--- src/sv/kfq_pkg.sv ---
// Shared types and constants for the keyed frame queue.
package kfq_pkg;

  localparam int KEY_W = 64;
  localparam int HDL_W = 32;
  localparam int OCC_W = 7;

  typedef enum logic [2:0] {
    ST_APPENDED = 3'd0,
    ST_REPLACED = 3'd1,
    ST_DROPPED  = 3'd2,
    ST_HIT      = 3'd3,
    ST_FALLBACK = 3'd4,
    ST_EMPTY    = 3'd5
  } status_t;

  typedef enum logic {
    ACT_PUSH = 1'b0,
    ACT_POP  = 1'b1
  } action_t;

  typedef struct packed {
    action_t           action;
    logic [KEY_W-1:0]  surface_key;
    logic [HDL_W-1:0]  frame_handle;
  } in_t;

  typedef struct packed {
    status_t           status;
    logic [HDL_W-1:0]  out_handle;
    logic [KEY_W-1:0]  other_key;
    logic [OCC_W-1:0]  occupancy;
  } out_t;

  typedef struct packed {
    logic [KEY_W-1:0]  key;
    logic [HDL_W-1:0]  handle;
  } entry_t;

endpackage

--- src/sv/kfq_mem.sv ---
// Entry store: one write port, one read port, registered read data.
module kfq_mem #(
  parameter int DEPTH = 8
) (
  input  logic                     clk,
  input  logic                     we,
  input  logic [$clog2(DEPTH)-1:0] waddr,
  input  kfq_pkg::entry_t          wdata,
  input  logic                     re,
  input  logic [$clog2(DEPTH)-1:0] raddr,
  output kfq_pkg::entry_t          rdata
);
  import kfq_pkg::*;

  entry_t mem [DEPTH];

  always_ff @(posedge clk) begin
    if (we) begin
      mem[waddr] <= wdata;
    end
  end

  always_ff @(posedge clk) begin
    if (re) begin
      rdata <= mem[raddr];
    end
  end

endmodule

--- src/sv/kfq_ctrl.sv ---
// Sequencer: key search, in-place update, append and order-keeping compaction.
module kfq_ctrl #(
  parameter int DEPTH = 8
) (
  input  logic                     clk,
  input  logic                     rst_n,
  input  logic                     in_valid,
  output logic                     in_stall,
  input  kfq_pkg::in_t             in_data,
  output logic                     res_valid,
  input  logic                     res_ready,
  output kfq_pkg::out_t            res,
  output logic                     mem_we,
  output logic [$clog2(DEPTH)-1:0] mem_waddr,
  output kfq_pkg::entry_t          mem_wdata,
  output logic                     mem_re,
  output logic [$clog2(DEPTH)-1:0] mem_raddr,
  input  kfq_pkg::entry_t          mem_rdata
);
  import kfq_pkg::*;

  localparam int AW = $clog2(DEPTH);
  localparam int CW = $clog2(DEPTH + 1);

  typedef enum logic [1:0] {S_IDLE, S_SEARCH, S_SHIFT, S_DONE} state_t;

  state_t          state_r;
  in_t             req_r;
  out_t            res_r;
  entry_t          oldest_r;
  logic [CW-1:0]   cnt_r;
  logic [CW-1:0]   rd_idx_r;
  logic            cmp_vld_r;
  logic [AW-1:0]   cmp_idx_r;
  logic            wr_pend_r;
  logic [AW-1:0]   wr_idx_r;

  logic [CW-1:0]   cnt_m1;
  logic [CW-1:0]   cnt_p1;
  logic [CW-1:0]   rd_m1;
  logic            full;
  logic            is_push;
  logic            cmp_hit;
  logic            cmp_last;
  logic            issue_s;
  logic            issue_sh;
  logic            sh_done;
  entry_t          oldest;
  entry_t          new_entry;

  always_comb begin
    cnt_m1    = cnt_r - CW'(1);
    cnt_p1    = cnt_r + CW'(1);
    rd_m1     = rd_idx_r - CW'(1);
    full      = (cnt_r == CW'(DEPTH));
    is_push   = (req_r.action == ACT_PUSH);
    cmp_hit   = cmp_vld_r && (mem_rdata.key == req_r.surface_key);
    cmp_last  = cmp_vld_r && (cmp_idx_r == cnt_m1[AW-1:0]);
    oldest    = (cmp_idx_r == '0) ? mem_rdata : oldest_r;
    issue_s   = (state_r == S_SEARCH) && (rd_idx_r < cnt_r) && !cmp_hit;
    issue_sh  = (state_r == S_SHIFT) && (rd_idx_r < cnt_r);
    sh_done   = (state_r == S_SHIFT) && !issue_sh && !wr_pend_r;
    new_entry = '{key: req_r.surface_key, handle: req_r.frame_handle};
    mem_re    = issue_s || issue_sh;
    mem_raddr = rd_idx_r[AW-1:0];
    mem_we    = 1'b0;
    mem_waddr = '0;
    mem_wdata = new_entry;
    unique case (state_r)
      S_IDLE: begin
        if (in_valid && (cnt_r == '0) && (in_data.action == ACT_PUSH)) begin
          mem_we    = 1'b1;
          mem_wdata = '{key: in_data.surface_key, handle: in_data.frame_handle};
        end
      end
      S_SEARCH: begin
        if (cmp_hit && is_push) begin
          mem_we    = 1'b1;
          mem_waddr = cmp_idx_r;
        end else if (!cmp_hit && cmp_last && is_push && !full) begin
          mem_we    = 1'b1;
          mem_waddr = cnt_r[AW-1:0];
        end
      end
      S_SHIFT: begin
        if (wr_pend_r) begin
          mem_we    = 1'b1;
          mem_waddr = wr_idx_r;
          mem_wdata = mem_rdata;
        end else if (sh_done && is_push) begin
          mem_we    = 1'b1;
          mem_waddr = cnt_m1[AW-1:0];
        end
      end
      default: begin
      end
    endcase
  end

  assign in_stall  = (state_r != S_IDLE);
  assign res_valid = (state_r == S_DONE);
  assign res       = res_r;

  always_ff @(posedge clk) begin
    if (!rst_n) begin
      state_r   <= S_IDLE;
      cnt_r     <= '0;
      cmp_vld_r <= 1'b0;
      wr_pend_r <= 1'b0;
    end else begin
      unique case (state_r)
        S_IDLE: begin
          if (in_valid) begin
            req_r <= in_data;
            if (cnt_r == '0) begin
              res_r.out_handle <= '0;
              res_r.other_key  <= '0;
              if (in_data.action == ACT_POP) begin
                res_r.status    <= ST_EMPTY;
                res_r.occupancy <= '0;
              end else begin
                res_r.status    <= ST_APPENDED;
                res_r.occupancy <= OCC_W'(1);
                cnt_r           <= CW'(1);
              end
              state_r <= S_DONE;
            end else begin
              rd_idx_r  <= '0;
              cmp_vld_r <= 1'b0;
              state_r   <= S_SEARCH;
            end
          end
        end
        S_SEARCH: begin
          cmp_vld_r <= issue_s;
          cmp_idx_r <= rd_idx_r[AW-1:0];
          if (issue_s) begin
            rd_idx_r <= rd_idx_r + CW'(1);
          end
          if (cmp_vld_r && (cmp_idx_r == '0)) begin
            oldest_r <= mem_rdata;
          end
          if (cmp_hit) begin
            res_r.other_key <= '0;
            if (is_push) begin
              res_r.status     <= ST_REPLACED;
              res_r.out_handle <= '0;
              res_r.occupancy  <= OCC_W'(cnt_r);
              state_r          <= S_DONE;
            end else begin
              res_r.status     <= ST_HIT;
              res_r.out_handle <= mem_rdata.handle;
              rd_idx_r         <= CW'(cmp_idx_r) + CW'(1);
              wr_pend_r        <= 1'b0;
              state_r          <= S_SHIFT;
            end
          end else if (cmp_last) begin
            if (is_push && !full) begin
              res_r.status     <= ST_APPENDED;
              res_r.out_handle <= '0;
              res_r.other_key  <= '0;
              res_r.occupancy  <= OCC_W'(cnt_p1);
              cnt_r            <= cnt_p1;
              state_r          <= S_DONE;
            end else begin
              res_r.status     <= is_push ? ST_DROPPED : ST_FALLBACK;
              res_r.out_handle <= is_push ? '0 : oldest.handle;
              res_r.other_key  <= oldest.key;
              rd_idx_r         <= CW'(1);
              wr_pend_r        <= 1'b0;
              state_r          <= S_SHIFT;
            end
          end
        end
        S_SHIFT: begin
          if (issue_sh) begin
            rd_idx_r  <= rd_idx_r + CW'(1);
            wr_pend_r <= 1'b1;
            wr_idx_r  <= rd_m1[AW-1:0];
          end else begin
            wr_pend_r <= 1'b0;
          end
          if (sh_done) begin
            if (is_push) begin
              res_r.occupancy <= OCC_W'(cnt_r);
            end else begin
              res_r.occupancy <= OCC_W'(cnt_m1);
              cnt_r           <= cnt_m1;
            end
            state_r <= S_DONE;
          end
        end
        S_DONE: begin
          if (res_ready) begin
            state_r <= S_IDLE;
          end
        end
        default: begin
          state_r <= S_IDLE;
        end
      endcase
    end
  end

  a_cnt_bound: assert property (@(posedge clk) disable iff (!rst_n)
    cnt_r <= CW'(DEPTH))
    else $error("entry count above depth");

  a_no_rw_same: assert property (@(posedge clk) disable iff (!rst_n)
    !(mem_we && mem_re && (mem_waddr == mem_raddr)))
    else $error("read and write of the same entry in one cycle");

  a_occ_match: assert property (@(posedge clk) disable iff (!rst_n)
    (state_r == S_DONE) |-> (res_r.occupancy == OCC_W'(cnt_r)))
    else $error("reported occupancy differs from count");

  a_shift_idx: assert property (@(posedge clk) disable iff (!rst_n)
    ((state_r == S_SHIFT) && wr_pend_r) |-> (CW'(wr_idx_r) < cnt_r))
    else $error("compaction write beyond queued entries");

endmodule

--- src/sv/keyed_frame_queue_drop_oldest.sv ---
// Sequence: on an empty queue the push or pop is answered without a search; otherwise
// a key search over the queued entries (one read of the entry memory per cycle) plus,
// on a pop or a drop, a compaction that closes the gap, then the output register.
// Requests are taken one at a time: in_stall stays high until the result is taken.
// Reset (synchronous, rst_n low): queue empty, no result pending.
module keyed_frame_queue_drop_oldest #(
  parameter int QUEUE_DEPTH = 8
) (
  input  logic          clk,
  input  logic          rst_n,
  input  logic          in_valid,
  output logic          in_stall,
  input  kfq_pkg::in_t  in_data,
  output logic          out_valid,
  input  logic          out_stall,
  output kfq_pkg::out_t out_data
);
  import kfq_pkg::*;

  localparam int AW = $clog2(QUEUE_DEPTH);

  logic          res_valid;
  logic          res_ready;
  out_t          res;
  logic          mem_we;
  logic [AW-1:0] mem_waddr;
  entry_t        mem_wdata;
  logic          mem_re;
  logic [AW-1:0] mem_raddr;
  entry_t        mem_rdata;
  logic          out_valid_r;
  out_t          out_data_r;

  kfq_ctrl #(.DEPTH(QUEUE_DEPTH)) u_ctrl (
    .clk       (clk),
    .rst_n     (rst_n),
    .in_valid  (in_valid),
    .in_stall  (in_stall),
    .in_data   (in_data),
    .res_valid (res_valid),
    .res_ready (res_ready),
    .res       (res),
    .mem_we    (mem_we),
    .mem_waddr (mem_waddr),
    .mem_wdata (mem_wdata),
    .mem_re    (mem_re),
    .mem_raddr (mem_raddr),
    .mem_rdata (mem_rdata)
  );

  kfq_mem #(.DEPTH(QUEUE_DEPTH)) u_mem (
    .clk   (clk),
    .we    (mem_we),
    .waddr (mem_waddr),
    .wdata (mem_wdata),
    .re    (mem_re),
    .raddr (mem_raddr),
    .rdata (mem_rdata)
  );

  assign res_ready = !out_valid_r || !out_stall;

  always_ff @(posedge clk) begin
    if (!rst_n) begin
      out_valid_r <= 1'b0;
    end else if (res_valid && res_ready) begin
      out_valid_r <= 1'b1;
      out_data_r  <= res;
    end else if (!out_stall) begin
      out_valid_r <= 1'b0;
    end
  end

  assign out_valid = out_valid_r;
  assign out_data  = out_data_r;

endmodule
--- config.mk ---
export PLATFORM = sky130hd
export DESIGN_NAME = keyed_frame_queue_drop_oldest
export DESIGN_NICKNAME = d
export VERILOG_FILES = /design/src/sv/kfq_pkg.sv /design/src/sv/kfq_mem.sv /design/src/sv/kfq_ctrl.sv /design/src/sv/keyed_frame_queue_drop_oldest.sv
export SDC_FILE = /design/constraint.sdc
export NUM_CORES = 1
export LEC_CHECK = 0
export BUFFER_PORTS_ARGS = -buffer_cell sky130_fd_sc_hd__buf_4
export CAP_MARGIN = 25
export CORE_MARGIN = 2
export CORE_UTILIZATION = 26
export CTS_BUF_LIST = sky130_fd_sc_hd__clkbuf_8
export CTS_CLUSTER_DIAMETER = 60
export DETAILED_ROUTE_END_ITERATION = 8
export PLACE_DENSITY = 0.49
export SYNTH_ARGS = -nofsm -noshare
export SYNTH_HDL_FRONTEND = slang
export SYNTH_SLANG_ARGS = --single-unit
export TNS_END_PERCENT = 10
--- constraint.sdc ---
create_clock -name clk -period 16.5 [get_ports clk]
set_clock_uncertainty 0.2 [all_clocks]
set_input_delay 3.3 -clock clk [delete_from_list [all_inputs] [get_ports clk]]
set_output_delay 3.3 -clock clk [all_outputs]
set_load 0.005 [all_outputs]
==> impl_metrics.tcl, run 1 <==
set metrics [dict create \
    drc_errors 0 \
    finalWirelength_mm 143 \
    final_nets 3106 \
    final-seq-area_um2 38400 \
    dr_total_vias 26500 \
    clock_latency_ps 900 \
    cts_tree "done" \
    wl_met2_mm 77.9 \
    timing.setup.tns_ps 0 \
    cp.arrival_ps 6420 \
    cts-root-buf "clkbuf_8" \
    multi_input_area_um2 11100 \
    slew_headroom_pct 26.7 \
    grt_max_degree 144 \
    yosysUniqueCellTypes 62 \
    holdCritPathClass "register to register" \
    setup_viol 0 \
    wl_met1_mm 54.8 \
    yosys_warnings 0 \
    p_clk_share_pct 27.3 \
    coreArea_um2 193000 \
    min_period_over_period_pct 37.0 \
    synth_area_leaders "edfxtp_1 76%, mux4_2 8.6%, mux2_2 4.2%, a222oi_1 1.9%, nand2_1 1.8%" \
    intPower_uw 6200 \
    crit_path_start "rst_n" \
    cts_resized 0 \
    clock_path_buffers 3 \
    area_growth_pct 16.4 \
    async_flop_share_pct 0 \
    globalRouteOverflowTotal 0 \
    cp_max_fo 51 \
    hold_start "u_ctrl.res[39]" \
    ys.flop_type "edfxtp_1" \
    hold_violations 0 \
    die_height_um 445 \
    worstMarginPinSlew_ps 1100 \
    synth_top_area_cell "edfxtp_1" \
    design.die.area_um2 198000 \
    dp_hpwl_mm 82.1 \
    netlist_area_um2 50500 \
    fillers 18800 \
    cp_data_required_time_ps 16810 \
    dr.first_iter.drc_count 2605 \
    vias_per_cell 4.67 \
    layout_min_cycle_time_ps 6110 \
    grt_pass1_wl_mm 202 \
    rsz0062_at_grt "no" \
    seqPwrFrac_pct 50.3 \
    cp-start-kind "input port" \
    yosysSeqAreaShare_pct 76.1 \
    start_util_pct 26.2 \
    netSwitchingFraction_pct 30.5 \
    max_cap_viol_count 0 \
    ios 209 \
    synth_edf_count 1273 \
    yosysTopAreaCellShare_pct 75.8 \
    place_congestion 0.817 \
    leakage_uw 0.0190 \
    firstDrtPassIters 7 \
    path_clk_slew_ps 60 \
    cp-end-kind "register" \
    wl_met3_mm 6.27 \
    die_w_um 445 \
    wl_per_cell_um 25.1 \
    synthesis.instances 2681 \
    timing.final.max_slew_violations 0 \
    grt_use_total_pct 14.2 \
    cts_hold_buf 0 \
    io_buffer_count 205 \
    ir_worst_vdd_mv 0.0945 \
    numCtsBuffers 195 \
    final_util_pct 30.5 \
    drive_gt1_share_pct 29.0 \
    pwr-share-comb_pct 22.4 \
    status "finished, final reports clean" \
    numClockSinks 1282 \
    r2r_start "u_mem.rdata[38]" \
    powerDensity_nw_per_um2 152 \
    antenna_found_initial 7 \
    fmax_mhz 164 \
    final_antenna_net_count 0 \
    cts_max_level 4 \
    crit_type "input port to register" \
    core.rowCount 161 \
    routed.top_layer "met5" \
    grt_pass1_vias 27400 \
    post_cts_buffers 0 \
    ys_ff_latch 1282 \
    syn_avg_cell_area_um2 18.8 \
    power_switching_uw 2730 \
]
-- Yosys cell counts, drive strengths merged (18+ instances only) --
cell type and count:
nor2 29, nand3 18, buf 40, a222oi 94, inv 120, nand2b 34, mux2 190, clkbuf 106
mux4 192, a21oi 115, nand2 239, o21ai 20, xnor2 53, nand4 35, edfxtp 1273
-- area by class of cell --
type	count	share of cell area, %
flip-flops and latches	1282	65.4
multi-input cells	1133	19.0
well taps	2526	5.38
clock buffers	199	4.66
repair buffers	258	3.42
clock inverters	155	1.38
inverters	122	0.780
diodes	3	0.0128
-- power groups by stage --
| stage | Sequential [µW] | Combinational (µW) | Clock, µW |
|---|---|---|---|
| 6_report | 4490 | 2000 | 2440 |
| 5_1_grt | 4520 | 2170 | 2660 |
| 4_1_cts | 4500 | 2040 | 2520 |
| 3_5_place_dp | 4560 | 2040 | 0 |
| 3_3_place_gp | 4560 | 2010 | 0 |
| 2_1_floorplan | 4500 | 1310 | 0 |
-- per-stage QoR --
stage,hold WS (ps),setup slack [ps],area (µm²),total power [µW],std cells
after floorplan,200,2560,50500,5810,2683
after global placement,202,9590,55200,6570,5320
after detailed placement,205,9540,55200,6600,5321
after CTS,204,10500,58700,9060,5675
after global routing,205,10300,58700,9340,5677
final,211,10390,58700,8930,5678
-- placed cells by master, fill, tap and decap left out, types with 20 or more instances in the layout --
cell	netlist	final
buf_4	3	252
nand2b_1	34	33
mux4_2	192	192
mux2_2	190	190
inv_1	119	190
nand4_1	35	35
clkinv_1	2	45
clkinv_2	0	23
o21ai_0	20	20
xnor2_1	51	51
a222oi_1	94	94
edfxtp_1	1273	1273
a21oi_1	114	111
nand2_1	239	236
nor2_1	28	20
clkbuf_8	0	199
-- final timing paths --
| kind | end | slack [ps] | cells after the start |
|---|---|---|---|
| worst max-delay path | u_ctrl.oldest_r[60] | 10390 | 5 |
| worst min-delay path | out_data[39] | 210 | 0 |
| worst max register to register | u_mem.mem[6][51] | 10800 | 12 |
| worst min register to register | out_data[39] | 210 | 0 |
-- registers in the layout, summed over array words and instances (netlist names), 2 cells and up --
register and flops:
u_ctrl.cnt_r 4, u_ctrl.cmp_idx_r 3, out_data 103, u_mem.rdata 96, u_ctrl.oldest_r 96, u_ctrl.state_r 2
u_ctrl.new_entry 96, u_mem.mem 768, u_ctrl.res 103, u_ctrl.wr_idx_r 3, u_ctrl.rd_idx_r 4
-- worst max-delay path: stages --
cell and delay, ps:
buf_4 170, clkinv_1 320, nor4_2 910, buf_4 930
buf_4 710
-- cells by family after synthesis --
family / after synthesis / share of synthesized area [%]
other: 1 / 0.00743
buffers and inverters: 268 / 2.09
multiplexers: 383 / 12.8
flip-flops: 1282 / 76.1
AO/OA/AOI/OAI: 285 / 4.08
AND/OR/NAND/NOR: 392 / 3.52
XOR/XNOR: 57 / 1.02
adder cells (fa/ha/maj): 13 / 0.322
-- metal layers --
metal / vias up / global-route usage, %
met3: 207 / 2.38
li1: 11400 / -
met2: 778 / 26.4
met1: 14100 / 16.4
met4: 4 / 4.57
met5: - / 0
(Power assumes the default switching activity.)
==> inputs of run 2 (changes only) <==
- clock period: 16.5 -> 6.3 ns (I/O delays scaled with it)
==> impl_metrics.tcl, run 2 (synthesis gave the netlist of run 1 again) <==
set metrics [dict create \
    finalWirelength_mm 141 \
    die_height_um 445 \
    globalRouteOverflowTotal 0 \
    final_util_pct 30.6 \
    rsz0062_at_grt "no" \
    wl_per_cell_um 24.8 \
    area_growth_pct 16.9 \
    crit_path_frequent_cell "buf_4" \
    routed.top_layer "met4" \
    regMostFlops "u_mem.mem" \
    clock_latency_ps 940 \
    slowest_delay_ps 630 \
    multi_input_area_um2 11200 \
    io_buffer_count 205 \
    cts_resized 0 \
    fillers 18900 \
    core.rowCount 161 \
    cts_tree "done" \
    die_w_um 445 \
    cp_cell_sequence "xnor2_1 -> nand4_1 -> nor4_2 -> nand4_1 -> or2_0 -> buf_4 -> a211oi_2 -> a21oi_2 -> o21a_1 -> nor3_4 -> buf_4 -> buf_4" \
    place_congestion 0.873 \
    worstHoldEndpoint "out_data[19]" \
    max_cap_viol_count 0 \
    r2r_slack_ps 1320 \
    dp_cells 5324 \
    wl_met3_mm 6.95 \
    pre_cts_slack_ps 1250 \
    dr.first_iter.drc_count 2773 \
    min_period_over_period_pct 79.0 \
    setup_viol 0 \
    layout_min_cycle_time_ps 4980 \
    r2r_start "u_mem.rdata[88]" \
    antenna_found_initial 15 \
    cp_max_fo 36 \
    final-seq-area_um2 38400 \
    ff2ff_path_depth 12 \
    cts_max_level 4 \
    crit_type "register to register" \
    holdCritPathClass "register to register" \
    powerDensity_nw_per_um2 400 \
    drive_gt1_share_pct 29.2 \
    final_nets 3117 \
    slew_headroom_pct 29.0 \
    cp.arrival_ps 5320 \
    cts_hold_buf 0 \
    dp_hpwl_mm 86.1 \
    cp_data_required_time_ps 6640 \
    numClockSinks 1282 \
    worstMarginPinSlew_ps 1070 \
    placed_cell_area_um2 55400 \
    firstDrtPassIters 6 \
    setup_slack_ps 1320 \
    status "finished, final reports clean" \
    ios 209 \
    coreArea_um2 193000 \
    largest_register_ffs 768 \
    design.die.area_um2 198000 \
    post_cts_buffers 0 \
    grt_use_total_pct 14.1 \
    fmax_mhz 201 \
    hold_depth 0 \
    start_util_pct 26.2 \
    grt_max_degree 104 \
    wl_met1_mm 55.5 \
    hold_violations 0 \
    hold_start "u_ctrl.res[19]" \
    final_common_cell "edfxtp_1" \
    numCtsBuffers 201 \
    path_clk_slew_ps 60 \
    drc_errors 0 \
    cp_slowest_cell "buf_4" \
    rr_endpoint "u_mem.mem[1][52]" \
    grt_pass1_vias 27300 \
    leakage_uw 0.0191 \
    wl_met2_mm 72.8 \
    cts-root-buf "clkbuf_8" \
    final_antenna_net_count 0 \
    cp-end-kind "register" \
    vias_per_cell 4.65 \
    grt_pass1_wl_mm 202 \
    dr_total_vias 26500 \
    cp-start-kind "register" \
    fin_area_um2 59000 \
    clock_path_buffers 3 \
    finalNonFillerCells 5696 \
    final_cell_mix "1273 x edfxtp_1, 246 x buf_4, 236 x nand2_1" \
    timing.final.max_slew_violations 0 \
    ir_worst_vdd_mv 0.225 \
]
[run 2: power breakdown]
group,internal (µW),switching (µW),total (µW)
logic,1900,3540,5440
registers,11300,476,11700
clock network,3130,3310,6440
[run 2: stage by stage]
step                hold slack, ps  power (µW)  setup TNS [ps]
floorplan                      200       15200         -627310
global placement               202       17400               0
detailed placement             205       17400               0
CTS                            181       23900               0
global route                   199       24700               0
finish                         206       23600               0
[run 2: routing by layer]
metal	vias to the layer above	track usage [%]
li1	11500	-
met1	13900	17.2
met2	901	24.2
met3	227	2.27
met4	0	6.65
met5	-	0
[run 2: worst max path at each step]
stage,startpoint,to,slack [ps],cells after the start
2_1_floorplan,rst_n,out_data[0],-1080,3
3_3_place_gp,u_mem.rdata[88],u_mem.mem[1][50],1240,12
3_5_place_dp,u_mem.rdata[88],u_mem.mem[1][52],1250,12
4_1_cts,u_mem.rdata[88],u_mem.mem[1][52],1210,12
5_1_grt,u_mem.rdata[88],u_mem.mem[1][52],1100,12
6_report,u_mem.rdata[88],u_mem.mem[1][52],1320,12
[run 2: layout make-up]
type                    instances  area share (%)
inverters                     122           0.776
clock inverters               152            1.27
well taps                    2526            5.36
repair buffers                263            3.73
flip-flops and latches       1282            65.1
multi-input cells            1133            18.9
diodes                         14          0.0594
clock buffers                 204            4.76
[run 2: worst max-delay path: cells and delay by family, from the launching register on]
family / cells / cell delay, ps
AND/OR/NAND/NOR: 5 / 1490
buffers and inverters: 3 / 1320
XOR/XNOR: 1 / 570
AO/OA/AOI/OAI: 3 / 500
flip-flops: 1 / 450
